### config.mk
export PLATFORM = sky130hd
export DESIGN_NAME = stop_and_wait_sender_adaptive_rto_flat
export DESIGN_NICKNAME = d
export VERILOG_FILES = /design/src/design/sws_pkg.sv /design/src/design/sws_if.sv /design/src/design/stop_and_wait_sender_adaptive_rto.sv /design/src/flat_wrapper.sv
export SDC_FILE = /design/constraint.sdc
export NUM_CORES = 1
export LEC_CHECK = 0
export BUFFER_PORTS_ARGS = -buffer_cell sky130_fd_sc_hd__clkbuf_2
export CAP_MARGIN = 5
export CORE_UTILIZATION = 60
export CTS_CLUSTER_DIAMETER = 60
export DETAILED_ROUTE_END_ITERATION = 8
export GPL_TIMING_DRIVEN = 0
export PLACE_DENSITY_LB_ADDON = 0.1
export SYNTH_ARGS = -nofsm -noshare
export SYNTH_HDL_FRONTEND = slang
export SYNTH_SLANG_ARGS = --single-unit
### constraint.sdc
create_clock -name clock -period 8.75 [get_ports clock]
set_input_delay 2.1875 -clock clock [delete_from_list [all_inputs] [get_ports clock]]
set_output_delay 2.1875 -clock clock [all_outputs]
set_load 0.05 [all_outputs]
### src/design/sws_pkg.sv
// Shared types, codes and defaults for the stop-and-wait sender.
`default_nettype none

package sws_pkg;

   // Field widths of the request and response payloads.
   localparam int OPCODE_BITS   = 2;
   localparam int ACK_BITS      = 16;
   localparam int SEQ_OUT_BITS  = 16;
   localparam int TIME_OUT_BITS = 16;
   localparam int CFG_BITS      = 16;

   // Configuration port geometry.
   localparam int CSR_ADDR_BITS = 4;
   localparam int CSR_DATA_BITS = 32;

   // Parameter defaults.
   localparam int SEQ_BITS_DEFAULT  = 16;
   localparam int TIME_BITS_DEFAULT = 16;

   // Register reset values, in milliseconds.
   localparam logic [CFG_BITS-1:0] INIT_RTT_RESET = 16'd500;
   localparam logic [CFG_BITS-1:0] INIT_DEV_RESET = 16'd50;
   localparam logic [CFG_BITS-1:0] MAX_RTO_RESET  = 16'd5000;

   // Request opcodes.
   localparam logic [OPCODE_BITS-1:0] OP_SEND = 2'd0;
   localparam logic [OPCODE_BITS-1:0] OP_TICK = 2'd1;
   localparam logic [OPCODE_BITS-1:0] OP_ACK  = 2'd2;
   localparam logic [OPCODE_BITS-1:0] OP_NONE = 2'd3;

   // Register indexes, taken from paddr[3:2].
   localparam logic [1:0] REG_INIT_RTT = 2'd0;
   localparam logic [1:0] REG_INIT_DEV = 2'd1;
   localparam logic [1:0] REG_MAX_RTO  = 2'd2;

endpackage

`default_nettype wire

### src/design/sws_if.sv
// Request and response channel interfaces of the stop-and-wait sender.
`default_nettype none

interface sws_req_if import sws_pkg::*; ();
   logic                   valid;
   logic                   ready;
   logic [OPCODE_BITS-1:0] opcode;
   logic [ACK_BITS-1:0]    ack_seq;

   modport source (output valid, output opcode, output ack_seq, input ready);
   modport sink   (input valid, input opcode, input ack_seq, output ready);
endinterface

interface sws_rsp_if import sws_pkg::*; ();
   logic                     valid;
   logic                     ready;
   logic                     transmit;
   logic                     is_retransmit;
   logic [SEQ_OUT_BITS-1:0]  seq_out;
   logic                     packet_done;
   logic                     rejected;
   logic [TIME_OUT_BITS-1:0] rtt_ms;
   logic [TIME_OUT_BITS-1:0] timeout_ms;
   logic                     busy_res;

   modport source (
      output valid, output transmit, output is_retransmit, output seq_out,
      output packet_done, output rejected, output rtt_ms, output timeout_ms,
      output busy_res, input ready
   );
   modport sink (
      input valid, input transmit, input is_retransmit, input seq_out,
      input packet_done, input rejected, input rtt_ms, input timeout_ms,
      input busy_res, output ready
   );
endinterface

`default_nettype wire

### src/design/stop_and_wait_sender_adaptive_rto.sv
// Top level of the stop-and-wait ARQ sender with adaptive retransmit timeout.
//
// This block is the control half of a stop-and-wait sender. Each request is
// one event (send a new packet, a one millisecond tick, or an acknowledgement)
// and produces exactly one response that says whether to transmit, whether it
// is a retransmission, whether the outstanding packet completed, whether the
// request was rejected, and the current sequence number, smoothed RTT,
// timeout and busy status. The block accepts one request every clock cycle:
// a request is captured in an input register, evaluated against the protocol
// state in one pass of shift-and-add logic, and its response is held in an
// output register, so a request passes through both registers before its
// response is offered, and the throughput is one request per cycle as long
// as the response side keeps taking responses.
// When the response register is full and not taken, the input register holds
// its request and ready drops only then. The RTT estimator uses the classic
// integer smoothed-RTT and mean-deviation form, and samples from
// retransmitted packets are not used. Configuration registers sit at byte
// addresses 0 (initial RTT), 4
// (initial deviation) and 8 (timeout cap); writing either initial value
// reloads the RTT, deviation and timeout at once. Registers should only be
// written while no response is pending.
`default_nettype none

module stop_and_wait_sender_adaptive_rto
   import sws_pkg::*;
#(
   parameter int SEQ_BITS  = SEQ_BITS_DEFAULT,
   parameter int TIME_BITS = TIME_BITS_DEFAULT
) (
   input  wire                      clock,
   input  wire                      reset,
   sws_req_if.sink                  req_chan,
   sws_rsp_if.source                rsp_chan,
   input  wire                      csr_psel,
   input  wire                      csr_penable,
   input  wire                      csr_pwrite,
   input  wire  [CSR_ADDR_BITS-1:0] csr_paddr,
   input  wire  [CSR_DATA_BITS-1:0] csr_pwdata,
   output logic [CSR_DATA_BITS-1:0] csr_prdata,
   output logic                     csr_pready
);

   // Saturation works on a word wide enough for rtt + 4*dev at any time width
   // and for a full register value.
   localparam int SATW = ((TIME_BITS > CFG_BITS) ? TIME_BITS : CFG_BITS) + 4;
   localparam logic [SATW-1:0]      TIME_MAX_W = (SATW'(1) << TIME_BITS) - SATW'(1);
   localparam logic [TIME_BITS-1:0] TIME_MAX   = '1;

   function automatic logic [TIME_BITS-1:0] sat_time(input logic [SATW-1:0] v);
      return (v > TIME_MAX_W) ? TIME_MAX : v[TIME_BITS-1:0];
   endfunction

   function automatic logic [SATW-1:0] widen_cfg(input logic [CFG_BITS-1:0] v);
      logic [SATW+CFG_BITS-1:0] w;
      w = {{SATW{1'b0}}, v};
      return w[SATW-1:0];
   endfunction

   // Timeout from an rtt and a deviation: rtt + 4*dev, saturated.
   function automatic logic [TIME_BITS-1:0] rto_of(input logic [TIME_BITS-1:0] rtt,
                                                  input logic [TIME_BITS-1:0] dev);
      logic [SATW-1:0] sum;
      sum = SATW'(rtt) + (SATW'(dev) << 2);
      return sat_time(sum);
   endfunction

   localparam logic [TIME_BITS-1:0] RTT_RESET = sat_time(widen_cfg(INIT_RTT_RESET));
   localparam logic [TIME_BITS-1:0] DEV_RESET = sat_time(widen_cfg(INIT_DEV_RESET));

   // ------------------------------------------------------------------
   // Configuration registers
   // ------------------------------------------------------------------
   logic [CFG_BITS-1:0] init_rtt_ff, init_rtt_in;
   logic [CFG_BITS-1:0] init_dev_ff, init_dev_in;
   logic [CFG_BITS-1:0] max_rto_ff,  max_rto_in;
   logic                csr_write;
   logic                reload;

   assign csr_pready = 1'b1;
   assign csr_write  = csr_psel && csr_penable && csr_pwrite && csr_pready;

   always_comb begin
      init_rtt_in = init_rtt_ff;
      init_dev_in = init_dev_ff;
      max_rto_in  = max_rto_ff;
      reload      = 1'b0;
      if (csr_write) begin
         unique case (csr_paddr[3:2])
            REG_INIT_RTT: begin
               init_rtt_in = csr_pwdata[CFG_BITS-1:0];
               reload      = 1'b1;
            end
            REG_INIT_DEV: begin
               init_dev_in = csr_pwdata[CFG_BITS-1:0];
               reload      = 1'b1;
            end
            REG_MAX_RTO: begin
               max_rto_in = csr_pwdata[CFG_BITS-1:0];
            end
            default: begin
               // Addresses past the register list are ignored.
            end
         endcase
      end
   end

   always_comb begin
      unique case (csr_paddr[3:2])
         REG_INIT_RTT: csr_prdata = CSR_DATA_BITS'(init_rtt_ff);
         REG_INIT_DEV: csr_prdata = CSR_DATA_BITS'(init_dev_ff);
         REG_MAX_RTO:  csr_prdata = CSR_DATA_BITS'(max_rto_ff);
         default:      csr_prdata = '0;
      endcase
   end

   always_ff @(posedge clock) begin
      if (reset) begin
         init_rtt_ff <= INIT_RTT_RESET;
         init_dev_ff <= INIT_DEV_RESET;
         max_rto_ff  <= MAX_RTO_RESET;
      end else begin
         init_rtt_ff <= init_rtt_in;
         init_dev_ff <= init_dev_in;
         max_rto_ff  <= max_rto_in;
      end
   end

   // ------------------------------------------------------------------
   // Input register and pipeline flow control
   // ------------------------------------------------------------------
   logic                   in_valid_ff, in_valid_in;
   logic [OPCODE_BITS-1:0] in_opcode_ff;
   logic [ACK_BITS-1:0]    in_ack_ff;
   logic                   out_valid_ff, out_valid_in;
   logic                   advance;
   logic                   req_take;

   // The evaluation stage moves whenever the response register is free or
   // being emptied in this cycle.
   assign advance        = in_valid_ff && (!out_valid_ff || rsp_chan.ready);
   assign req_chan.ready = !in_valid_ff || advance;
   assign req_take       = req_chan.valid && req_chan.ready;

   always_comb begin
      in_valid_in = in_valid_ff;
      if (req_take) begin
         in_valid_in = 1'b1;
      end else if (advance) begin
         in_valid_in = 1'b0;
      end
      out_valid_in = out_valid_ff;
      if (advance) begin
         out_valid_in = 1'b1;
      end else if (rsp_chan.ready) begin
         out_valid_in = 1'b0;
      end
   end

   always_ff @(posedge clock) begin
      if (reset) begin
         in_valid_ff  <= 1'b0;
         out_valid_ff <= 1'b0;
      end else begin
         in_valid_ff  <= in_valid_in;
         out_valid_ff <= out_valid_in;
      end
   end

   always_ff @(posedge clock) begin
      if (req_take) begin
         in_opcode_ff <= req_chan.opcode;
         in_ack_ff    <= req_chan.ack_seq;
      end
   end

   // ------------------------------------------------------------------
   // Protocol state and per-request evaluation
   // ------------------------------------------------------------------
   logic [SEQ_BITS-1:0]  seq_ff,  seq_in;
   logic [TIME_BITS-1:0] rtt_ff,  rtt_in;
   logic [TIME_BITS-1:0] dev_ff,  dev_in;
   logic [TIME_BITS-1:0] rto_ff,  rto_in;
   logic [TIME_BITS-1:0] wait_ff, wait_in;
   logic                 busy_ff, busy_in;
   logic                 retx_ff, retx_in;

   logic                 ev_transmit, ev_retx, ev_done, ev_rej;
   logic [SEQ_BITS-1:0]  ev_seq;

   // Tick path: saturating wait count and timeout doubling up to the cap.
   logic [TIME_BITS-1:0] wait_inc;
   logic                 fire;
   logic [TIME_BITS:0]   rto_doubled;
   logic [TIME_BITS-1:0] rto_cap;
   logic [TIME_BITS-1:0] rto_backoff;

   assign wait_inc    = (wait_ff == TIME_MAX) ? wait_ff : wait_ff + TIME_BITS'(1);
   assign fire        = (wait_inc >= rto_ff);
   assign rto_doubled = {rto_ff, 1'b0};
   assign rto_cap     = sat_time(widen_cfg(max_rto_ff));
   assign rto_backoff = (rto_doubled < {1'b0, rto_cap}) ? rto_doubled[TIME_BITS-1:0] : rto_cap;

   // Ack path: the wait count is the RTT sample. The new deviation uses the
   // old smoothed RTT, and the new timeout uses both new estimates.
   logic                 ack_match;
   logic [TIME_BITS-1:0] diff;
   logic [TIME_BITS+1:0] dev_sum;
   logic [TIME_BITS+1:0] rtt_sum;
   logic [TIME_BITS-1:0] dev_est;
   logic [TIME_BITS-1:0] rtt_est;

   assign ack_match = (SEQ_BITS'(in_ack_ff) == seq_ff);
   assign diff      = (wait_ff >= rtt_ff) ? wait_ff - rtt_ff : rtt_ff - wait_ff;
   assign dev_sum   = ((TIME_BITS+2)'(dev_ff) << 1) + (TIME_BITS+2)'(dev_ff)
                      + (TIME_BITS+2)'(diff);
   assign rtt_sum   = ((TIME_BITS+2)'(rtt_ff) << 1) + (TIME_BITS+2)'(rtt_ff)
                      + (TIME_BITS+2)'(wait_ff);
   assign dev_est   = dev_sum[TIME_BITS+1:2];
   assign rtt_est   = rtt_sum[TIME_BITS+1:2];

   // Estimates reloaded from the configuration registers.
   logic [TIME_BITS-1:0] rtt_load;
   logic [TIME_BITS-1:0] dev_load;

   assign rtt_load = sat_time(widen_cfg(init_rtt_in));
   assign dev_load = sat_time(widen_cfg(init_dev_in));

   always_comb begin
      seq_in      = seq_ff;
      rtt_in      = rtt_ff;
      dev_in      = dev_ff;
      rto_in      = rto_ff;
      wait_in     = wait_ff;
      busy_in     = busy_ff;
      retx_in     = retx_ff;
      ev_transmit = 1'b0;
      ev_retx     = 1'b0;
      ev_done     = 1'b0;
      ev_rej      = 1'b0;
      ev_seq      = seq_ff;

      if (advance) begin
         unique case (in_opcode_ff)
            OP_SEND: begin
               if (busy_ff) begin
                  ev_rej = 1'b1;
               end else begin
                  busy_in     = 1'b1;
                  retx_in     = 1'b0;
                  wait_in     = '0;
                  ev_transmit = 1'b1;
               end
            end
            OP_TICK: begin
               if (busy_ff) begin
                  if (fire) begin
                     rto_in      = rto_backoff;
                     retx_in     = 1'b1;
                     wait_in     = '0;
                     ev_transmit = 1'b1;
                     ev_retx     = 1'b1;
                  end else begin
                     wait_in = wait_inc;
                  end
               end
            end
            OP_ACK: begin
               if (!busy_ff) begin
                  ev_rej = 1'b1;
               end else if (ack_match) begin
                  // Only a packet sent once gives a usable sample.
                  if (!retx_ff) begin
                     dev_in = dev_est;
                     rtt_in = rtt_est;
                     rto_in = rto_of(rtt_est, dev_est);
                  end
                  seq_in  = seq_ff + SEQ_BITS'(1);
                  busy_in = 1'b0;
                  retx_in = 1'b0;
                  wait_in = '0;
                  ev_done = 1'b1;
               end else begin
                  // A stale or foreign ack restarts the wait.
                  wait_in = '0;
               end
            end
            OP_NONE: begin
               // Reports status only.
            end
            default: begin
            end
         endcase
      end

      // Only completed packets report the number they completed.
      if (!ev_done) begin
         ev_seq = seq_in;
      end

      if (reload) begin
         rtt_in = rtt_load;
         dev_in = dev_load;
         rto_in = rto_of(rtt_load, dev_load);
      end
   end

   always_ff @(posedge clock) begin
      if (reset) begin
         seq_ff  <= '0;
         rtt_ff  <= RTT_RESET;
         dev_ff  <= DEV_RESET;
         rto_ff  <= rto_of(RTT_RESET, DEV_RESET);
         wait_ff <= '0;
         busy_ff <= 1'b0;
         retx_ff <= 1'b0;
      end else begin
         seq_ff  <= seq_in;
         rtt_ff  <= rtt_in;
         dev_ff  <= dev_in;
         rto_ff  <= rto_in;
         wait_ff <= wait_in;
         busy_ff <= busy_in;
         retx_ff <= retx_in;
      end
   end

   // ------------------------------------------------------------------
   // Response register
   // ------------------------------------------------------------------
   logic                     rsp_transmit_ff;
   logic                     rsp_retx_ff;
   logic [SEQ_OUT_BITS-1:0]  rsp_seq_ff;
   logic                     rsp_done_ff;
   logic                     rsp_rej_ff;
   logic [TIME_OUT_BITS-1:0] rsp_rtt_ff;
   logic [TIME_OUT_BITS-1:0] rsp_rto_ff;
   logic                     rsp_busy_ff;

   always_ff @(posedge clock) begin
      if (advance) begin
         rsp_transmit_ff <= ev_transmit;
         rsp_retx_ff     <= ev_retx;
         rsp_seq_ff      <= SEQ_OUT_BITS'(ev_seq);
         rsp_done_ff     <= ev_done;
         rsp_rej_ff      <= ev_rej;
         rsp_rtt_ff      <= TIME_OUT_BITS'(rtt_in);
         rsp_rto_ff      <= TIME_OUT_BITS'(rto_in);
         rsp_busy_ff     <= busy_in;
      end
   end

   assign rsp_chan.valid         = out_valid_ff;
   assign rsp_chan.transmit      = rsp_transmit_ff;
   assign rsp_chan.is_retransmit = rsp_retx_ff;
   assign rsp_chan.seq_out       = rsp_seq_ff;
   assign rsp_chan.packet_done   = rsp_done_ff;
   assign rsp_chan.rejected      = rsp_rej_ff;
   assign rsp_chan.rtt_ms        = rsp_rtt_ff;
   assign rsp_chan.timeout_ms    = rsp_rto_ff;
   assign rsp_chan.busy_res      = rsp_busy_ff;

endmodule

`default_nettype wire

### src/flat_wrapper.sv
// flat-port wrapper written by rule: the top's interface ports become plain ports
module stop_and_wait_sender_adaptive_rto_flat import sws_pkg::*;
#(
   parameter int SEQ_BITS  = SEQ_BITS_DEFAULT,
   parameter int TIME_BITS = TIME_BITS_DEFAULT
)
  (clock, reset, csr_psel, csr_penable, csr_pwrite, csr_paddr, csr_pwdata, csr_prdata, csr_pready, req_chan_valid, req_chan_opcode, req_chan_ack_seq, req_chan_ready, rsp_chan_valid, rsp_chan_transmit, rsp_chan_is_retransmit, rsp_chan_seq_out, rsp_chan_packet_done, rsp_chan_rejected, rsp_chan_rtt_ms, rsp_chan_timeout_ms, rsp_chan_busy_res, rsp_chan_ready);
  sws_req_if req_chan_i ();
  sws_rsp_if rsp_chan_i ();
  input  wire clock;
  input  wire reset;
  input  wire csr_psel;
  input  wire csr_penable;
  input  wire csr_pwrite;
  input  wire  [CSR_ADDR_BITS-1:0] csr_paddr;
  input  wire  [CSR_DATA_BITS-1:0] csr_pwdata;
  output logic [CSR_DATA_BITS-1:0] csr_prdata;
  output logic csr_pready;
  input wire logic [$bits(req_chan_i.valid)-1:0] req_chan_valid;
  input wire logic [$bits(req_chan_i.opcode)-1:0] req_chan_opcode;
  input wire logic [$bits(req_chan_i.ack_seq)-1:0] req_chan_ack_seq;
  output wire logic [$bits(req_chan_i.ready)-1:0] req_chan_ready;
  output wire logic [$bits(rsp_chan_i.valid)-1:0] rsp_chan_valid;
  output wire logic [$bits(rsp_chan_i.transmit)-1:0] rsp_chan_transmit;
  output wire logic [$bits(rsp_chan_i.is_retransmit)-1:0] rsp_chan_is_retransmit;
  output wire logic [$bits(rsp_chan_i.seq_out)-1:0] rsp_chan_seq_out;
  output wire logic [$bits(rsp_chan_i.packet_done)-1:0] rsp_chan_packet_done;
  output wire logic [$bits(rsp_chan_i.rejected)-1:0] rsp_chan_rejected;
  output wire logic [$bits(rsp_chan_i.rtt_ms)-1:0] rsp_chan_rtt_ms;
  output wire logic [$bits(rsp_chan_i.timeout_ms)-1:0] rsp_chan_timeout_ms;
  output wire logic [$bits(rsp_chan_i.busy_res)-1:0] rsp_chan_busy_res;
  input wire logic [$bits(rsp_chan_i.ready)-1:0] rsp_chan_ready;
  assign req_chan_i.valid = req_chan_valid;
  assign req_chan_i.opcode = req_chan_opcode;
  assign req_chan_i.ack_seq = req_chan_ack_seq;
  assign req_chan_ready = req_chan_i.ready;
  assign rsp_chan_valid = rsp_chan_i.valid;
  assign rsp_chan_transmit = rsp_chan_i.transmit;
  assign rsp_chan_is_retransmit = rsp_chan_i.is_retransmit;
  assign rsp_chan_seq_out = rsp_chan_i.seq_out;
  assign rsp_chan_packet_done = rsp_chan_i.packet_done;
  assign rsp_chan_rejected = rsp_chan_i.rejected;
  assign rsp_chan_rtt_ms = rsp_chan_i.rtt_ms;
  assign rsp_chan_timeout_ms = rsp_chan_i.timeout_ms;
  assign rsp_chan_busy_res = rsp_chan_i.busy_res;
  assign rsp_chan_i.ready = rsp_chan_ready;
  stop_and_wait_sender_adaptive_rto #(.SEQ_BITS(SEQ_BITS), .TIME_BITS(TIME_BITS)) u_core (.clock(clock), .reset(reset), .req_chan(req_chan_i), .rsp_chan(rsp_chan_i), .csr_psel(csr_psel), .csr_penable(csr_penable), .csr_pwrite(csr_pwrite), .csr_paddr(csr_paddr), .csr_pwdata(csr_pwdata), .csr_prdata(csr_prdata), .csr_pready(csr_pready));
endmodule
Yosys cells after proc, flatten, opt, wreduce, memory -nomap -nowiden
Index checks and enable logic that the tools add are counted.
- add/sub/neg operators: 10
- multipliers: 0
- div/mod/pow operators: 0
- order comparisons: 5
- eq/ne operators: 12
- shift-type cells: 0
- multiplexer cells: 66
- bitwise logic cells: 0
- reduce and logical (&&, ||, !) cells: 22
- operator list (operator ; count):
    16-bit 2-to-1 mux ; 37
    16-bit one-hot mux with 3 select lines ; 2
    20-bit by 16-bit > comparator with 1-bit output (second input constant) ; 2
    16-bit by 18-bit adder with 19-bit output ; 2
    17-bit by 16-bit adder with 18-bit output ; 2
    18-bit by 16-bit adder with 18-bit output ; 2
    16-bit by 1-bit adder with 16-bit output (second input constant) ; 2
    16-bit >= comparator ; 2
    16-bit one-hot mux with 2 select lines ; 1
    16-bit subtractor ; 2
    1-bit 2-to-1 mux ; 22
    17-bit by 16-bit less-than comparator with 1-bit output ; 1
    16-bit == test ; 1
    16-bit == test (second input constant) ; 1
    2-bit nonzero test ; 6
    2-bit by 1-bit inequality test with 1-bit output (second input constant) ; 5
    5-bit AND reduction ; 2
    7-bit AND reduction ; 1
    1-bit one-hot mux with 2 select lines ; 3
    2-bit by 1-bit == test with 1-bit output (second input constant) ; 2
    2-bit == test (second input constant) ; 2
    1-bit logical AND ; 4
    2-bit zero test ; 2
    1-bit one-hot mux with 3 select lines ; 1
    other kinds (6) ; 8
- register bits after elaboration: 203
- latch bits: 0
- RAM bits: 0
- bits in read-only memories: 0
- input bits: 61
- output and inout bits: 88
- word-level logic and storage cells: 137
- memories kept: 0

Depth between registers and ports, before layout
Gate-level depths: netlist of the first run.
- depth after elaboration: 12
- gate-level depth with buffers: 31
- mapped depth without buffers: 30

Least setup slack after synthesis of the first run
No wires, ideal clock.
- path kind: register to register
- start point: reg u_core.wait_ff[9]
- end point: reg u_core.rsp_rto_ff[12] (netlist: u_core.rsp_chan.timeout_ms[12]), data pin
- library setup time: 258 ps
- arrival: 6861 ps
- required time: 8492 ps
- slack: 1631 ps
- cell stages (with the launch flop): 29
- path buffers: 2
- clock period less this slack: 7119 ps
- cells stage by stage: dfxtp_1 > inv_1 > ha_1 > clkbuf_1 > and3_1 > nand2_1 > a211o_1 > o21a_1 > nand2_1 > buf_2 > mux2_2 > fa_1 > and3_1 > fa_1 > a211oi_1 > o21ai_1 > nand4_1 > a21boi_0 > o21a_1 > or3_1 > and2_1 > ha_1 > and2_1 > a221o_1 > a41o_1 > nand4b_2 > a2111oi_0 > o221a_2 > nor2_1
- cells in the longest elaborated chain, start to end: 12
- elaborated cells on any way between the ends: 21
- those cells by class: add/sub (6); order compare (3); eq/ne (1); mux (11)
- ends and longest elaborated chain (element ; line ; RTL):
    start: declaration ; stop_and_wait_sender_adaptive_rto.sv:183 ; logic [TIME_BITS-1:0] wait_ff, wait_in;
    start signal: assignment ; stop_and_wait_sender_adaptive_rto.sv:321 ; wait_ff <= wait_in;
    16-bit subtractor or 16-bit >= comparator (tied branches) ; stop_and_wait_sender_adaptive_rto.sv:213 ; assign diff = (wait_ff >= rtt_ff) ? wait_ff - rtt_ff : rtt_ff - wait_ff;
    16-bit 2-to-1 mux ; stop_and_wait_sender_adaptive_rto.sv:213 ;
    18-bit by 16-bit adder with 18-bit output ; stop_and_wait_sender_adaptive_rto.sv:215 ; + (TIME_BITS+2)'(diff);
    16-bit by 18-bit adder with 19-bit output ; stop_and_wait_sender_adaptive_rto.sv:63 ; sum = SATW'(rtt) + (SATW'(dev) << 2);
    20-bit by 16-bit > comparator with 1-bit output ; stop_and_wait_sender_adaptive_rto.sv:50 ; return (v > TIME_MAX_W) ? TIME_MAX : v[TIME_BITS-1:0];
    16-bit 2-to-1 mux ; stop_and_wait_sender_adaptive_rto.sv:50 ;
    16-bit 2-to-1 mux ; stop_and_wait_sender_adaptive_rto.sv:272 ; if (!retx_ff) begin
    16-bit 2-to-1 mux ; stop_and_wait_sender_adaptive_rto.sv:270 ; end else if (ack_match) begin
    16-bit 2-to-1 mux ; stop_and_wait_sender_adaptive_rto.sv:268 ; if (!busy_ff) begin
    16-bit one-hot mux with 2 select lines (*) ; stop_and_wait_sender_adaptive_rto.sv:243 ; unique case (in_opcode_ff)
    16-bit 2-to-1 mux (*) ; stop_and_wait_sender_adaptive_rto.sv:242 ; if (advance) begin
    16-bit 2-to-1 mux (*) ; stop_and_wait_sender_adaptive_rto.sv:300 ; if (reload) begin
    net u_core.rto_in[12] ; stop_and_wait_sender_adaptive_rto.sv:182 ; logic [TIME_BITS-1:0] rto_ff, rto_in;
    end signal: assignment ; stop_and_wait_sender_adaptive_rto.sv:347 ; rsp_rto_ff <= TIME_OUT_BITS'(rto_in);
    end: declaration ; stop_and_wait_sender_adaptive_rto.sv:336 ; logic [TIME_OUT_BITS-1:0] rsp_rto_ff;
Mark *: on every way through the listed nets, which the timed path passes. The rest lies on a longest branch.
A chain may end at the register's enable or synchronous reset.

Final worst setup path of the first run
- start point: reg u_core.wait_ff[0]
- end point: reg u_core.rsp_rto_ff[12] (netlist: u_core.rsp_chan.timeout_ms[12]), data pin
Same word-level chain as after synthesis.

==> results of run 1 <==
-- per-layer routing --
metal | GRT usage, % | routed length (um) | up-vias
met4 | 15.1 | 2130 | 2
met2 | 65.7 | 24100 | 766
met5 | 0 | 14 | -
met3 | 5.90 | 4920 | 139
li1 | - | - | 6610
met1 | 49.9 | 20300 | 6749
-- final cells by class --
type | instances | area (um^2) | share of cell area (%)
Clock inverter | 7 | 87.6 | 0.511
Buffer | 109 | 519 | 3.03
Timing Repair Buffer | 110 | 551 | 3.21
Multi-Input combinational cell | 1342 | 9660 | 56.3
Clock buffer | 33 | 643 | 3.75
Tap cell | 330 | 413 | 2.41
Sequential cell | 203 | 4770 | 27.8
Inverter | 135 | 507 | 2.95
-- timing repair --
item | 4_1_cts | 5_1_grt
setup buffers | 0 | 0
resized for setup | 0 | 11
setup endpoints to repair | 0 | 31
-- through the flow --
stage / util (%) / instance area, um^2 / hold WS [ps] / cells
after floorplan: - / 15400 / 455 / 1790
after global placement: 65.1 / 16400 / 472 / 2230
after detailed placement: 65.1 / 16400 / 475 / 2230
after CTS: 68.0 / 17100 / 484 / 2270
after global routing: 68.1 / 17200 / 501 / 2269
final: 68.1 / 17200 / 481 / 2269
-- critical path: cells and delay by family (launching register included) --
family | cells | cell delay, ps
fa+ha+maj | 5 | 1730
buf+inv | 4 | 750
flops | 1 | 430
simple gates | 8 | 1870
mux | 1 | 200
xor+xnor | 2 | 330
compound gates | 10 | 2850
-- cells by family after synthesis --
logic type	Yosys count	share of synthesized area, %
AOI/OAI and AO/OA	486	20.5
other	2	0.0489
DFF	203	31.1
and+or+nand+nor	499	15.8
xor gates and xnor gates	96	5.47
muxes	81	5.44
buffers and inverters	245	6.65
adders and majority gates	163	15.0
-- where the power goes --
group	leakage, nW	internal [mW]	total [mW]	switching, mW
clock	0.357	0.567	0.959	0.393
combinational	5.18	0.153	0.477	0.324
sequential	1.72	1.01	1.03	0.0204
total	7.25	1.72	2.46	0.737
-- path summary, 6_finish.rpt --
kind	slack [ps]	end	start	cells after the start
worst max-delay path	310	u_core.rsp_chan.timeout_ms[12]	u_core.wait_ff[0]	30
worst min-delay path	480	u_core.dev_ff[2]	u_core.dev_ff[2]	2
worst max register to register	310	u_core.rsp_chan.timeout_ms[12]	u_core.wait_ff[0]	30
worst min register to register	480	u_core.dev_ff[2]	u_core.dev_ff[2]	2
-- placed cells by master (no fill, tap or decap), types with 8 or more instances in the layout --
master	instances
fa_1	36
o21bai_1	11
ha_1	127
nor4_1	14
mux2_2	20
o221ai_1	9
a211oi_1	43
inv_1	134
and2_1	34
and3_1	17
nand2b_1	19
o21a_1	22
edfxtp_1	71
a21oi_1	146
xor2_1	39
a21o_1	35
o22ai_1	9
buf_4	17
clkbuf_16	23
nand2_1	166
o31ai_1	11
buf_2	12
o211ai_1	18
clkbuf_2	111
xnor2_1	57
clkbuf_1	78
a31oi_1	22
nor3_1	29
dfxtp_1	132
nand3_1	39
a211o_1	10
mux2i_1	61
conb_1	17
o21ai_0	84
nor2b_1	19
a311oi_1	8
nor2_1	105
nand4_1	24
==> impl_metrics.py, run 1 <==
metrics = {
    "critical_path": {
        "crit_fanout": 10,
        "slowest_delay_ps": 500,
        "arrival_ps": 8700,
        "required_ps": 9020,
        "cp-start-kind": "flip-flop",
        "endpoint_kind": "flip-flop",
        "critPathKind": "flip-flop to flip-flop",
        "crit_slowest_cell": "a2111oi_1",
    },
    "timing": {
        "finalSetupViolCount": 0,
        "final.period_utilization_pct": 96.4,
        "finalMaxSlewViolations": 0,
        "finalWorstSetupSlack_ps": 314,
        "timing.fmax_mhz": 119,
        "tns_ps": 0,
        "slew_headroom_pct": 5.22,
        "hold_viol": 0,
        "tightest_slew_ps": 1410,
        "finalWorstPathRequiredPeriod_ps": 8440,
        "rsz0062_at_grt": "false",
        "skew_ps": 14.0,
    },
    "routing": {
        "vias": 14300,
        "wire_per_inst_um": 22.7,
        "wl_um": 51500,
        "drc": 0,
        "ant_nets": 0,
        "viasPerCell": 6.29,
        "first_pass_iters": 6,
        "drtIter0Drc": 1555,
    },
    "global_route": {
        "grt_max_degree": 60,
        "grt_overflow": 0,
        "grt_antenna_before_repair": 1,
        "grt_pass1_vias": 13700,
        "grt_first_pass_wirelength_um": 77300,
        "globalRouteTotalUtil_pct": 38.9,
    },
    "run_status": {
        "status": "finished clean",
    },
    "logic_synthesis": {
        "synthFlopType": "dfxtp_1",
        "synth_top_area_share_pct": 17.2,
        "netlist_area_mm2": 0.0154,
        "synth.ff_latch_count": 203,
        "ys_top_cells_by_count": "nand2_1 (166), a21oi_1 (147), inv_1 (134)",
        "synth_area_per_cell_um2": 8.66,
        "ys_types": 75,
        "ys_warn_count": 0,
        "async_flop_share_pct": 0,
        "ys_seq_area_share_pct": 31.1,
        "synth_most_common_cell": "nand2_1",
        "syn_inst": 1775,
        "synth.area.top_cells": "dfxtp_1 (17%), edfxtp_1 (14%), ha_1 (10%)",
        "synth_area_leader_cell": "dfxtp_1",
        "synth_edf_count": 71,
    },
    "clocking": {
        "worst_skew_pair.late_latency_ps": 520,
        "tritoncts": "yes",
        "clock_path_buffers": 3,
        "clock_sinks": 203,
        "numCtsBuffers": 22,
        "htreeDepth": 1,
        "cts-root-buf": "clkbuf_16",
        "holdBufCountCts": 0,
        "cts.clk_slew.worst_paths_ps": 70,
    },
    "layout": {
        "nNetsFinal": 2147,
        "drive_above_1_share_pct": 11.3,
        "nFillCells": 2123,
        "area.growth.synth_to_final_pct": 11.6,
        "antennaDiodeCount": 0,
    },
    "die": {
        "io_pins": 149,
        "dieArea_mm2": 0.0263,
        "coreArea_mm2": 0.0252,
        "start_util_pct": 61.0,
        "die_w_um": 162,
        "fp-row-count": 58,
        "fp.dieH_um": 162,
    },
    "power": {
        "power_density_mw_per_mm2": 143,
        "p_leak_nw": 7.25,
        "p_total_mw": 2.46,
        "vdd_ir_drop_max_mv": 0.152,
    },
    "flow_run": {
        "max_cap_violations": 0,
    },
    "place": {
        "pre_cts_ws_ps": 203,
        "dpl.hpwl_um": 41100,
        "gp_congestion": 1.01,
        "portBuffers": 110,
    },
    "worst_hold_path": {
        "hold_path_class": "flip-flop to flip-flop",
    },
}
(Power assumes the default switching activity.)
==> inputs of run 2 (changes only) <==
- GPL_TIMING_DRIVEN: 0 -> default
- SETUP_SLACK_MARGIN: default -> 0.5
==> run 2 against run 1 <==
Combinational power decreased by 3%. Total power down 3.0%. Design area fell by 2.1%. Global-route usage fell by 4.1 points. Via count is 3.2% lower. Fmax up 7.7%. Utilization decreased by 1.4 points. Largest cell class unchanged. Highest routed layer is now met4.
==> impl_metrics.py, run 2 (synthesis gave the netlist of run 1 again) <==
metrics = {
    "global_route": {
        "grt_pass1_vias": 12700,
        "grt_overflow": 0,
        "grt_antenna_before_repair": 0,
        "grt_first_pass_wirelength_um": 70700,
        "globalRouteTotalUtil_pct": 34.8,
        "grt_max_degree": 60,
    },
    "layout": {
        "mostFrequentLayoutCells": "nand2_1 (165), a21oi_1 (146), inv_1 (134)",
        "drive_above_1_share_pct": 12.0,
        "area.growth.synth_to_final_pct": 9.30,
        "antennaDiodeCount": 0,
        "final_common_cell": "nand2_1",
        "nNetsFinal": 2064,
    },
    "critical_path": {
        "r2r-start": "u_core.wait_ff[5]",
        "arrival_ps": 8100,
        "cp-start-kind": "flip-flop",
        "rrSetupSlack_ps": 920,
        "endpoint_kind": "flip-flop",
        "required_ps": 9020,
        "ff2ff_path_depth": 27,
        "regToRegEndpoint": "u_core.rsp_chan.timeout_ms[12]",
        "crit_fanout": 10,
        "critPathKind": "flip-flop to flip-flop",
    },
    "clocking": {
        "worst_skew_pair.late_latency_ps": 530,
        "clock_path_buffers": 3,
        "tritoncts": "yes",
        "post_cts_buffers": 0,
        "holdBufCountCts": 0,
        "cts_resized": 0,
        "clock_sinks": 203,
        "cts-root-buf": "clkbuf_16",
        "numCtsBuffers": 23,
        "htreeDepth": 1,
        "cts.clk_slew.worst_paths_ps": 60,
    },
    "timing": {
        "skew_ps": 11.4,
        "rsz0062_at_grt": "false",
        "finalMaxSlewViolations": 0,
        "tns_ps": 0,
        "tightest_slew_ps": 1090,
        "final.period_utilization_pct": 89.5,
        "finalWorstSetupSlack_ps": 916,
        "hold_ws_ps": 494,
        "finalSetupViolCount": 0,
        "slew_headroom_pct": 27.6,
        "hold_viol": 0,
        "finalWorstPathRequiredPeriod_ps": 7830,
        "timing.fmax_mhz": 128,
    },
    "routing": {
        "vias": 13800,
        "ant_nets": 0,
        "wire_per_inst_um": 21.3,
        "viasPerCell": 6.32,
        "first_pass_iters": 6,
        "wl_um": 46500,
        "drc": 0,
        "drtIter0Drc": 1503,
    },
    "die": {
        "dieArea_mm2": 0.0263,
        "coreArea_mm2": 0.0252,
        "io_pins": 149,
        "start_util_pct": 61.0,
        "die_w_um": 162,
        "fp-row-count": 58,
        "fp.dieH_um": 162,
    },
    "worst_hold_path": {
        "hp-start": "u_core.init_rtt_ff[0]",
        "whs_endpoint": "u_core.init_rtt_ff[0]",
        "hold-path-cell-count": 2,
        "hold_path_class": "flip-flop to flip-flop",
    },
    "place": {
        "gp_congestion": 0.941,
        "dpl.hpwl_um": 35400,
        "portBuffers": 113,
        "pre_cts_ws_ps": 700,
    },
    "run_status": {
        "status": "finished clean",
    },
    "power": {
        "p_leak_nw": 7.08,
        "power_density_mw_per_mm2": 142,
        "vdd_ir_drop_max_mv": 0.171,
    },
    "flow_run": {
        "max_cap_violations": 0,
    },
}
[run 2: critical path: stages (launching register included)]
cell	delay [ps]
dfxtp_1	610
inv_1	110
ha_1	430
nand4_1	200
nor3b_1	360
nor4b_2	100
o21a_2	260
nand2_2	190
mux2_2	380
fa_1	460
and3_1	190
fa_1	440
a211oi_2	250
o21ai_1	210
nand4_1	190
a21boi_0	140
o21a_1	210
or3_1	330
and2_1	210
ha_1	340
and2_1	170
a221o_1	300
a41o_1	230
nand4b_2	270
buf_4	230
a2111oi_1	440
o221a_2	270
nor2_1	50
[run 2: area by class of cell]
cell class	count	area, um^2
Clock buffer	26	587
Clock inverter	16	104
Fill cell	2134	8390
Inverter	135	507
Multi-Input combinational cell	1342	9670
Sequential cell	203	4780
Tap cell	330	413
Timing Repair Buffer	135	731
[run 2: report_power, final]
part	switching [mW]	internal [mW]	total, mW
clock	0.413	0.489	0.902
sequential	0.0189	1.01	1.02
combinational	0.311	0.150	0.461
[run 2: per-stage QoR]
stage	cell area, um^2	util (%)	power [mW]	cells
final	16800	66.7	2.39	2187
after global routing	16800	66.7	2.46	2187
after floorplan	15400	-	1.37	1790
after CTS	16800	66.5	2.38	2187
after detailed placement	16100	63.8	1.49	2145
after global placement	16100	63.8	1.49	2145
[run 2: per-layer routing]
metal | share of wire [%] | global-route usage [%] | vias up
li1 | - | - | 6459
met1 | 43 | 48.6 | 6562
met2 | 45 | 55.7 | 676
met3 | 8.5 | 4.60 | 114
met4 | 3.5 | 11.3 | 0
met5 | 0 | 0 | -
[run 2: worst max path at each step]
stage	start	end	slack, ps	cells past startpoint
CTS	u_core.wait_ff[9]	u_core.rsp_chan.timeout_ms[12]	660	27
global placement	u_core.wait_ff[9]	u_core.rsp_chan.timeout_ms[12]	750	27
global route	u_core.wait_ff[7]	u_core.rsp_chan.timeout_ms[12]	550	28
floorplan	u_core.wait_ff[9]	u_core.rsp_chan.timeout_ms[12]	1630	28
finish	u_core.wait_ff[5]	u_core.rsp_chan.timeout_ms[12]	920	27
detailed placement	u_core.wait_ff[9]	u_core.rsp_chan.timeout_ms[12]	700	28
